`src/ugpe_ram.sv`:
```
module ugpe_ram #(
  parameter int WIDTH = 8,
  parameter int DEPTH = 64
) (
  input  logic                     clk_i,
  input  logic                     we_i,
  input  logic [$clog2(DEPTH)-1:0] waddr_i,
  input  logic [WIDTH-1:0]         wdata_i,
  input  logic                     re_i,
  input  logic [$clog2(DEPTH)-1:0] raddr_i,
  output logic [WIDTH-1:0]         rdata_o
);

  logic [WIDTH-1:0] mem_q [DEPTH];

  always_ff @(posedge clk_i) begin
    if (we_i) begin
      mem_q[waddr_i] <= wdata_i;
    end
    if (re_i) begin
      rdata_o <= mem_q[raddr_i];
    end
  end

endmodule

```
`config.mk`:
```
export PLATFORM = sky130hd
export DESIGN_NAME = ugpe_ram
export DESIGN_NICKNAME = d
export VERILOG_FILES = /design/src/ugpe_ram.sv
export SDC_FILE = /design/constraint.sdc
export NUM_CORES = 1
export LEC_CHECK = 0
export ABC_AREA = 1
export BUFFER_PORTS_ARGS = -buffer_cell sky130_fd_sc_hd__buf_4
export CAP_MARGIN = 20
export CORE_UTILIZATION = 59
export CTS_CLUSTER_DIAMETER = 150
export DETAILED_ROUTE_END_ITERATION = 8
export HOLD_SLACK_MARGIN = 0.06
export PLACE_DENSITY = 0.76
export SLEW_MARGIN = 20
export SYNTH_ARGS = -nofsm -noshare
export SYNTH_HDL_FRONTEND = slang
export SYNTH_SLANG_ARGS = --single-unit
```
`constraint.sdc`:
```
create_clock -name clk_i -period 6.41 [get_ports clk_i]
set_input_delay 0.9615 -clock clk_i [delete_from_list [all_inputs] [get_ports clk_i]]
set_output_delay 0.9615 -clock clk_i [all_outputs]
set_load 0.01 [all_outputs]
```
== Word level (Yosys, flattened, before mapping) ==
Memory sizes are Yosys's and may differ from the RTL's. A register that Yosys moved wholly into a read port is not among the register bits.
Cells that the tools add are included.
Word-level totals
  flip-flop bits (word level): 0
  bits in latches: 0
  RAM bits: 512
  memory bits (read-only): 0
  bits of input ports: 23
  memories: 1
Memories
  mem_q: depth 64, width 8, rd ports 1, clocked after memory_dff 1, write ports 1, line 14  | logic [WIDTH-1:0] mem_q [DEPTH];
Cells by class
  add/sub/neg operators: 0
  multiply operators: 0
  div/mod/pow operators: 0
  order comparisons: 0
  equality and inequality tests: 0
  shifts and indexed selects: 0
  muxes and demuxes: 2
  bitwise gates (word level): 0
  reduce and logical (&&, ||, !) cells: 0
Operators by type and width (count)
  $mux W1: 2

== Depth between registers and ports, before layout ==
Gate-level depths: netlist of run 1.
  depth in word-level cells: 2
  gate-level depth with buffers: 12
  mapped depth without buffers: 9

== Worst setup path after synthesis of run 1 ==
Ideal clock, no wire load.
  path type: input to register
  start: input we_i
  end: memory mem_q[48][0], enable pin
  data arrival time: 2333 ps
  required time: 6015 ps
  setup slack: 3682 ps
  stages on the path: 3
  path buffers: 1
  cell sequence: clkbuf_1 nand4_1 nor4_1
Between the ends
  cells in the longest elaborated chain, start to end: 2
RTL lines
  start, declared: line 6  | input logic we_i,
  $mux W1: line 17  | if (we_i) begin
  $mux W1 (not written as such): line 18  | mem_q[waddr_i] <= wdata_i;
  end, declared: line 14
No other way between the ends.

==> out/results.txt, run 1 <==
Dpl hpwl: 27400 um
CORE AREA: 0.0357 sq mm
Syn Nets: 1828
Final setup viols: 0
GRT overflow: 0
Relative slew slack: 32.6%
PD cells: 302 mW/mm^2
Post-CTS resize count: 0
# hold bufs at CTS: 0
H-tree depth: 2
Routed length per instance: 21.7 um
Cell Area, Synth: 0.0214 sq mm
Setup crit end kind: register
Commonest non-fill, non-tap cell in the layout: nand2_1
Count of buffers from port buffering: 30
Design area: 0.0231 sq mm
Fmax: 0.266 GHz
Total number of vias: 13806
Pins over their slew limit: 0
Avg Cell Area, Syn: 11.9 sq um
CTS max path bufs: 3
Critical path peak fanout: 104
Vias per std cell: 6.02
Drt first pass iters: 8
Clk_lat worst skew: 0.58 ns
Diode count: 0
Synth Warn #: 0
FF+latch count, synth: 520
Root Buffer: clkbuf_16
RePlAce Congestion: 0.873
Number of cell rows: 69
Largest net degree at the start of global routing: 162
Fin. Hold Viols: 0
Slew @ Worst Pin: 1.01 ns
Area growth from synthesis to layout: 7.81%
Cell leakage power: 8.24 nW
CTS sink cnt: 520
Worst Path Class, Setup: input port to register
First-pass GRT wire length: 76200 um
Remaining DRCs: 2
Sequential-to-total area share from yosys stat: 72.9%
Setup TNS: 0 ns
Final nets: 1816
Period minus WS final: 3.77 ns
DRT Wirelength: 49800 um
Clk_skew: 0.0179 ns
CP Data Required Time: 6.84 ns
Netlist cell types: 15
Outcome: finished, violations left
Hold Path Class: input port to register
Max Cap Viol: 0
Initial drt markers: 1633
Die width: 193 um
Initial core utilization: 60.1%
Period Utilization, post-route: 58.8%
Post-Synthesis Cells: 1805
Clock transition at the registers of the reported paths: 0.06 ns
Unrepaired setup endpoints after global routing: no
Critical Path AT: 4.20 ns
Vias in the first global route: 13318
Die Y: 193 um
TritonCTS clock tree: built
Layout cells sized above 1: 6.06%
Remaining antenna violation count after routing: 0
Ports: 31
Fin util: 64.8%
Crit start category: input port
Setup Fix Bufs, Post-CTS: 0
Maximum VDD drop: 0.243 mV
TritonCTS Buffers: 52
Die area: 0.0371 sq mm
Most frequent cells in the layout: nand2_1, edfxtp_1, nand3_1, nor2_1, clkbuf_16
Area after DPL: 0.0215 sq mm
Total GRT Usage: 27.8%
Initial antenna violation count: 1
Failing checks: design-rule violations
==> layer usage <==
| layer | share of wire [%] | global-route usage, % |
|---|---|---|
| met3 | 10 | 5.87 |
| met2 | 47 | 44.1 |
| met5 | 0 | 0 |
| met1 | 40 | 38.5 |
| met4 | 2.8 | 9.60 |
==> worst max-delay path, cell delays in order <==
cell and delay, ns:
buf_6 0.56, buf_4 0.86, buf_4 0.72, nand2_1 0.15, nand3_1 0.13, nand3_1 0.07, nand2_1 0.10, nand2_1 0.05
nand3_1 0.19, nand3_1 0.19, nand2_1 0.09
==> flip-flops by register name, indices dropped and copies added, names as in the netlist <==
register	count
rdata_o	8
mem_q	512
==> path summary, 6_finish.rpt <==
| kind | from | end | slack, ns | depth (start not counted) |
|---|---|---|---|---|
| worst max register to register | mem_q[30][1] | rdata_o[1] | 4.80 | 8 |
| worst min-delay path | re_i | rdata_o[2] | 0.74 | 1 |
| worst min register to register | mem_q[12][2] | rdata_o[2] | 0.87 | 8 |
| worst max-delay path | raddr_i[0] | rdata_o[4] | 2.64 | 11 |
==> synth_stat cells, drive strengths merged <==
cell	number	area share (%)
nor2	56	0.98
nand4	9	0.26
nand3	439	10
clkbuf	15	0.26
nor4	8	0.23
inv	12	0.23
edfxtp	520	73
buf	98	3.5
nand2	648	11
==> layout make-up <==
cell class | instances | area (sq um)
Clock inverter | 24 | 145
Timing Repair Buffer | 47 | 364
Inverter | 12 | 55.1
Tap cell | 461 | 577
Sequential cell | 520 | 15600
Clock buffer | 70 | 1390
Fill cell | 2581 | 12600
Multi-Input combinational cell | 1160 | 4950
==> per-stage QoR <==
stage,power (mW),cells,hold WS [ns],setup slack (ns)
detailed placement,4.26,2199,0.855,2.11
CTS,7.00,2293,0.708,2.67
floorplan,4.12,1805,0.797,3.68
global placement,4.25,2199,0.839,2.17
global route,7.18,2294,0.713,2.48
finish,6.97,2294,0.740,2.64
==> report_power, final <==
part	internal, mW	total [mW]	switching, mW
registers	3.77	3.78	0.00812
clock network	1.56	2.77	1.22
logic	0.102	0.420	0.318
total	5.43	6.97	1.54
==> cells by family (layout without fill, tap and decap cells) <==
family / count (synthesis) / in the layout / share of synthesized area, %
buffers and inverters: 125 / 153 / 4.01
AND/OR/NAND/NOR: 1160 / 1160 / 23.1
flip-flops: 520 / 520 / 72.9
No activity file was read; power rests on OpenSTA's default activity.
==> run 2, diff against run 1 <==
--- a/config.mk
+++ b/config.mk
@@ -5,7 +5,7 @@
 export SDC_FILE = /design/constraint.sdc
 export NUM_CORES = 1
 export LEC_CHECK = 0
-export ABC_AREA = 1
+export ABC_AREA = 0
 export BUFFER_PORTS_ARGS = -buffer_cell sky130_fd_sc_hd__buf_4
 export CAP_MARGIN = 20
 export CORE_UTILIZATION = 59
==> constraint.sdc (replaced) <==
create_clock -name clk_i -period 3.5 [get_ports clk_i]
set_input_delay 0.525 -clock clk_i [delete_from_list [all_inputs] [get_ports clk_i]]
set_output_delay 0.525 -clock clk_i [all_outputs]
set_load 0.01 [all_outputs]
==> out/results.txt, run 2 <==
TritonCTS clock tree: built (unchanged)
Sequential-to-total area share from yosys stat: 77.1% (was 72.9%)
FF+latch count, synth: 520 (unchanged)
Vias in the first global route: 9931 (was 13318)
Initial drt markers: 1164 (was 1633)
Final nets: 1034 (was 1816)
Most frequent cells in the layout: edfxtp_1, mux4_2, nor2_1, buf_4, clkbuf_16 (was nand2_1, edfxtp_1, nand3_1, nor2_1, clkbuf_16)
Post-synth ARST share: 0% (unchanged)
Hold Path End: rdata_o[0] (was rdata_o[2])
Avg Cell Area, Syn: 21.5 sq um (was 11.9 sq um)
Setup Fix Bufs, Post-CTS: 0 (unchanged)
Fill cell instance count of the final layout: 2035 (was 2581)
Outcome: finished clean (was finished, violations left)
# hold bufs at CTS: 0 (unchanged)
Clk_lat worst skew: 0.56 ns (was 0.58 ns)
RePlAce Congestion: 0.829 (was 0.873)
Commonest non-fill, non-tap cell in the layout: edfxtp_1 (was nand2_1)
Cell Area, Synth: 0.0202 sq mm (was 0.0214 sq mm)
Layout cells sized above 1: 26.4% (was 6.06%)
Reg2Reg Capture Point: rdata_o[6] (was rdata_o[1])
Die area: 0.0351 sq mm (was 0.0371 sq mm)
Initial antenna violation count: 0 (was 1)
Post-Synthesis Cells: 940 (was 1805)
CTS max path bufs: 3 (unchanged)
Area contributors post-synth: edfxtp_1, mux4_2, nor2_1 (was edfxtp_1, nand2_1, nand3_1)
Period minus WS final: 2.51 ns
Reg-to-Reg Start: mem_q[21][6] (was mem_q[30][1])
TritonCTS Buffers: 50 (was 52)
Hold Path Stages: 1 (unchanged)
PD cells: 554 mW/mm^2 (was 302 mW/mm^2)
Ports: 31 (unchanged)
CP Data Required Time: 3.78 ns (was 6.84 ns)
Die Y: 187 um (was 193 um)
CORE AREA: 0.0336 sq mm (was 0.0357 sq mm)
Post-synth top area share: 77.1% (was 72.9%)
Area growth from synthesis to layout: 11.5% (was 7.81%)
Area occupied by registers: 0.0156 sq mm (unchanged)
Final setup margin: 0.989 ns (was 2.64 ns)
Count of buffers from port buffering: 30 (unchanged)
Diode count: 0 (unchanged)
Yosys top cell by area: edfxtp_1 (unchanged)
Non-filler cells, final: 1495 (was 2294)
Remaining DRCs: 0 (was 2)
Worst Path Class, Setup: input port to register (unchanged)
Register-to-register setup slack: 1.30 ns (was 4.80 ns)
Design area: 0.0226 sq mm (was 0.0231 sq mm)
Hold path start: re_i (unchanged)
First-pass GRT wire length: 63700 um (was 76200 um)
Crit start category: input port (unchanged)
CTS sink cnt: 520 (unchanged)
Netlist cell types: 39 (was 15)
Routed length per instance: 28.5 um (was 21.7 um)
Remaining antenna violation count after routing: 0 (unchanged)
Post-Place Cells: 1407 (was 2199)
Dpl hpwl: 25500 um (was 27400 um)
Synth Flop Type: edfxtp_1 (unchanged)
Fin. Hold Viols: 0 (unchanged)
Initial core utilization: 60.2% (was 60.1%)
Slew @ Worst Pin: 0.935 ns (was 1.01 ns)
EDFF count, synth: 520 (unchanged)
H-tree depth: 2 (unchanged)
GRT overflow: 0 (unchanged)
Clk_skew: 0.0240 ns (was 0.0179 ns)
Area of the multi-input gates: 0.00432 sq mm (was 0.00495 sq mm)
Unrepaired setup endpoints after global routing: no (unchanged)
Fmax: 0.398 GHz
Most flops, register: mem_q (unchanged)
Hold Path Class: input port to register (unchanged)
Syn Nets: 963 (was 1828)
Critical Path AT: 2.79 ns (was 4.20 ns)
Setup TNS: 0 ns (unchanged)
DP Worst Slack: 0.370 ns (was 2.11 ns)
Top cells by instance count after synthesis: edfxtp_1, mux4_2, nor2_1 (was nand2_1, edfxtp_1, nand3_1)
Max reg flops: 512 (unchanged)
Biggest regs: mem_q x512, rdata_o x8 (unchanged)
Max Cap Viol: 0 (unchanged)
Period Utilization, post-route: 71.8%
Critical path peak fanout: 32 (was 104)
Most common cell in the netlist: edfxtp_1 (was nand2_1)
Vias per std cell: 6.52 (was 6.02)
Synth Warn #: 0 (unchanged)
Clock transition at the registers of the reported paths: 0.06 ns (about the same)
Root Buffer: clkbuf_16 (unchanged)
Post-CTS resize count: 0 (unchanged)
Cell leakage power: 7.08 nW (was 8.24 nW)
Total number of vias: 9743 (was 13806)
Maximum VDD drop: 0.385 mV (was 0.243 mV)
Largest net degree at the start of global routing: 65 (was 162)
Number of cell rows: 67 (was 69)
Final setup viols: 0 (unchanged)
Pins over their slew limit: 0 (unchanged)
Die width: 187 um (was 193 um)
Relative slew slack: 37.5% (was 32.6%)
Area after DPL: 0.0211 sq mm (was 0.0215 sq mm)
Drt first pass iters: 5 (was 8)
Setup crit end kind: register (unchanged)
Worst reg2reg path depth: 5 (was 8)
Total GRT Usage: 25.2% (was 27.8%)
DRT Wirelength: 42600 um (was 49800 um)
## run 2: where the power goes
part / total [mW] / switching [mW] / internal (mW)
registers: 6.92 / 0.0170 / 6.91
logic: 0.631 / 0.387 / 0.245
clock network: 4.94 / 2.13 / 2.81
total: 12.5 / 2.54 / 9.97
## run 2: layout make-up
cell class	count	area share, %
sequential	520	69.2
multi-input combinational	369	19.1
clock buffer	64	6.06
timing repair buffer	70	2.58
tap	448	2.48
clock inverter	24	0.593
## run 2: worst max-delay path, stage by stage
cell	delay (ns)
clkbuf_8	0.37
buf_12	0.30
mux4_2	0.56
mux4_2	0.48
o21ai_0	0.43
nand2_1	0.09
## run 2: kinds of logic after synthesis
| logic type | count (synthesis) | synth area share, % |
|---|---|---|
| flip-flops | 520 | 77.1 |
| buffers and inverters | 51 | 1.56 |
| multiplexers | 162 | 15.9 |
| AO/OA/AOI/OAI | 54 | 2.06 |
| AND/OR/NAND/NOR | 153 | 3.37 |
## run 2: metrics by stage
stage | util (%) | hold WS, ns | power, mW
6_report | 67.2 | 0.333 | 12.5
4_1_cts | 67.2 | 0.309 | 12.6
3_5_place_dp | 62.7 | 0.878 | 7.69
3_3_place_gp | 62.7 | 0.873 | 7.67
2_1_floorplan | - | 0.624 | 7.42
5_1_grt | 67.2 | 0.310 | 12.8
## run 2: routing by layer
metal / global-route usage [%] / share of wire [%]
met1: 36.1 / 40
met2: 39.6 / 49
met3: 4.65 / 8.4
met4: 9.02 / 3.5
met5: 0 / 0
## run 2: worst max-delay path by stage
stage	from	to
after floorplan	raddr_i[1]	rdata_o[3]
after global placement	raddr_i[0]	rdata_o[7]
after detailed placement	raddr_i[0]	rdata_o[7]
after CTS	raddr_i[0]	rdata_o[7]
after global routing	raddr_i[0]	rdata_o[7]
final	raddr_i[0]	rdata_o[7]
==> run 3, diff against run 2 <==
--- a/config.mk
+++ b/config.mk
@@ -8,7 +8,7 @@
 export ABC_AREA = 0
 export BUFFER_PORTS_ARGS = -buffer_cell sky130_fd_sc_hd__buf_4
 export CAP_MARGIN = 20
-export CORE_UTILIZATION = 59
+export CORE_UTILIZATION = 56
 export CTS_CLUSTER_DIAMETER = 150
 export DETAILED_ROUTE_END_ITERATION = 8
 export HOLD_SLACK_MARGIN = 0.06
==> constraint.sdc (replaced) <==
create_clock -name clk_i -period 2.3 [get_ports clk_i]
set_input_delay 0.345 -clock clk_i [delete_from_list [all_inputs] [get_ports clk_i]]
set_output_delay 0.345 -clock clk_i [all_outputs]
set_load 0.01 [all_outputs]
==> out/results.txt, run 3 (same netlist as run 2, synthesis figures left out) <==
Outcome: finished clean (unchanged)
TritonCTS clock tree: built (unchanged)
Clock transition at the registers of the reported paths: 0.06 ns (about the same)
Final nets: 1148 (was 1034)
Most flops, register: mem_q (unchanged)
Setup TNS: 0 ns (unchanged)
Area after DPL: 0.0220 sq mm (was 0.0211 sq mm)
Fin util: 66.2% (was 67.2%)
First-pass GRT wire length: 67900 um (was 63700 um)
Drt first pass iters: 5 (unchanged)
Clk_lat worst skew: 0.57 ns (was 0.56 ns)
Vias in the first global route: 10507 (was 9931)
Initial drt markers: 1421 (was 1164)
Slew @ Worst Pin: 0.737 ns (was 0.935 ns)
Setup Fix Bufs, Post-CTS: 0 (unchanged)
Largest net degree at the start of global routing: 65 (unchanged)
Clk_skew: 0.0223 ns (was 0.0240 ns)
Max Cap Viol: 0 (unchanged)
H-tree depth: 2 (unchanged)
Dpl hpwl: 28200 um (was 25500 um)
# hold bufs at CTS: 0 (unchanged)
GRT overflow: 0 (unchanged)
Worst Path Class, Setup: register to register (was input port to register)
Cell leakage power: 7.68 nW (was 7.08 nW)
Remaining antenna violation count after routing: 0 (unchanged)
Setup crit end kind: register (unchanged)
DRT Wirelength: 46000 um (was 42600 um)
CTS sink cnt: 520 (unchanged)
Fin Hold WS: 0.0863 ns (was 0.333 ns)
PD cells: 820 mW/mm^2 (was 554 mW/mm^2)
Most frequent cells in the layout: edfxtp_1, buf_4, mux4_2, nor2_1, clkbuf_16 (was edfxtp_1, mux4_2, nor2_1, buf_4, clkbuf_16)
Layout cells sized above 1: 33.2% (was 26.4%)
Fill cell instance count of the final layout: 2226 (was 2035)
Total GRT Usage: 26.1% (was 25.2%)
Crit start category: register (was input port)
Relative slew slack: 50.9% (was 37.5%)
Design area: 0.0235 sq mm (was 0.0226 sq mm)
Fmax: 0.445 GHz
RePlAce Congestion: 0.875 (was 0.829)
Unrepaired setup endpoints after global routing: no (unchanged)
Pins over their slew limit: 0 (unchanged)
Biggest regs: mem_q x512, rdata_o x8 (unchanged)
Die Y: 192 um (was 187 um)
Critical Path AT: 2.57 ns (was 2.79 ns)
Die area: 0.0369 sq mm (was 0.0351 sq mm)
Critical path peak fanout: 1 (was 32)
Number of cell rows: 69 (was 67)
Count of buffers from port buffering: 30 (unchanged)
TritonCTS Buffers: 50 (unchanged)
Initial core utilization: 56.9% (was 60.2%)
CORE AREA: 0.0356 sq mm (was 0.0336 sq mm)
Final setup margin: 0.0503 ns (was 0.989 ns)
Area of the multi-input gates: 0.00432 sq mm (unchanged)
Area growth from synthesis to layout: 16.2% (was 11.5%)
Routed length per instance: 28.3 um (was 28.5 um)
Total number of vias: 10370 (was 9743)
Maximum VDD drop: 0.607 mV (was 0.385 mV)
Root Buffer: clkbuf_16 (unchanged)
Period Utilization, post-route: 97.8%
Die width: 192 um (was 187 um)
Post-CTS resize count: 0 (unchanged)
DP Worst Slack: -0.350 ns (was 0.370 ns)
Period minus WS final: 2.25 ns
Commonest non-fill, non-tap cell in the layout: edfxtp_1 (unchanged)
Initial antenna violation count: 0 (unchanged)
Area occupied by registers: 0.0156 sq mm (unchanged)
CTS max path bufs: 3 (unchanged)
Hold Path Class: input port to register (unchanged)
Fin. Hold Viols: 0 (unchanged)
CP Data Required Time: 2.62 ns (was 3.78 ns)
Vias per std cell: 6.39 (was 6.52)
Remaining DRCs: 0 (unchanged)
Ports: 31 (unchanged)
Final setup viols: 0 (unchanged)
Max reg flops: 512 (unchanged)
==> run 3: changes by cell type in the layout (fill, tap and decap cells not counted), sizes merged <==
cell | previous run | this run
buf | 69 | 183
clkinv | 22 | 19
clkinvlp | 0 | 1
bufinv | 1 | 3
diode | 0 | 1
==> run 3: power breakdown <==
group	switching (mW)	leakage, nW	internal (mW)
logic	0.627	2.26	0.457
clock network	3.30	0.733	4.38
registers	0.0295	4.69	10.5
total	3.95	7.68	15.3
==> run 3: worst paths after layout <==
| kind | start | end | slack, ns | cells past startpoint |
|---|---|---|---|---|
| worst min register to register | mem_q[27][6] | rdata_o[6] | 0.95 | 3 |
| worst max-delay path | mem_q[2][5] | rdata_o[5] | 0.05 | 5 |
| worst max register to register | mem_q[2][5] | rdata_o[5] | 0.05 | 5 |
| worst min-delay path | re_i | rdata_o[3] | 0.09 | 1 |
==> run 3: per-stage QoR <==
| stage | total power [mW] | cells |
|---|---|---|
| detailed placement | 11.8 | 1534 |
| global placement | 11.8 | 1534 |
| floorplan | 11.3 | 940 |
| CTS | 19.4 | 1622 |
| global route | 19.8 | 1622 |
| finish | 19.3 | 1623 |
==> run 3: final cells by class <==
class / instances / area share, %
clock buffers: 64 / 5.63
diodes: 1 / 0.0106
clock inverters: 24 / 0.797
multi-input cells: 369 / 18.3
flip-flops and latches: 520 / 66.3
repair buffers: 184 / 6.43
well taps: 461 / 2.45
==> run 3: metal layers <==
metal,global-route usage (%),wire (um),vias to the layer above
met4,8.42,1190,0
met3,5.35,4500,94
met5,0,0,-
met2,40.9,22300,576
li1,-,-,4307
met1,37.3,18000,5393
==> run 3: worst max-delay path, stage by stage, from the launching register on <==
cell and delay (ns):
edfxtp_1 0.42, mux4_2 0.51, nor2b_1 0.16, a2111oi_0 0.63
buf_4 0.22, o41ai_1 0.07
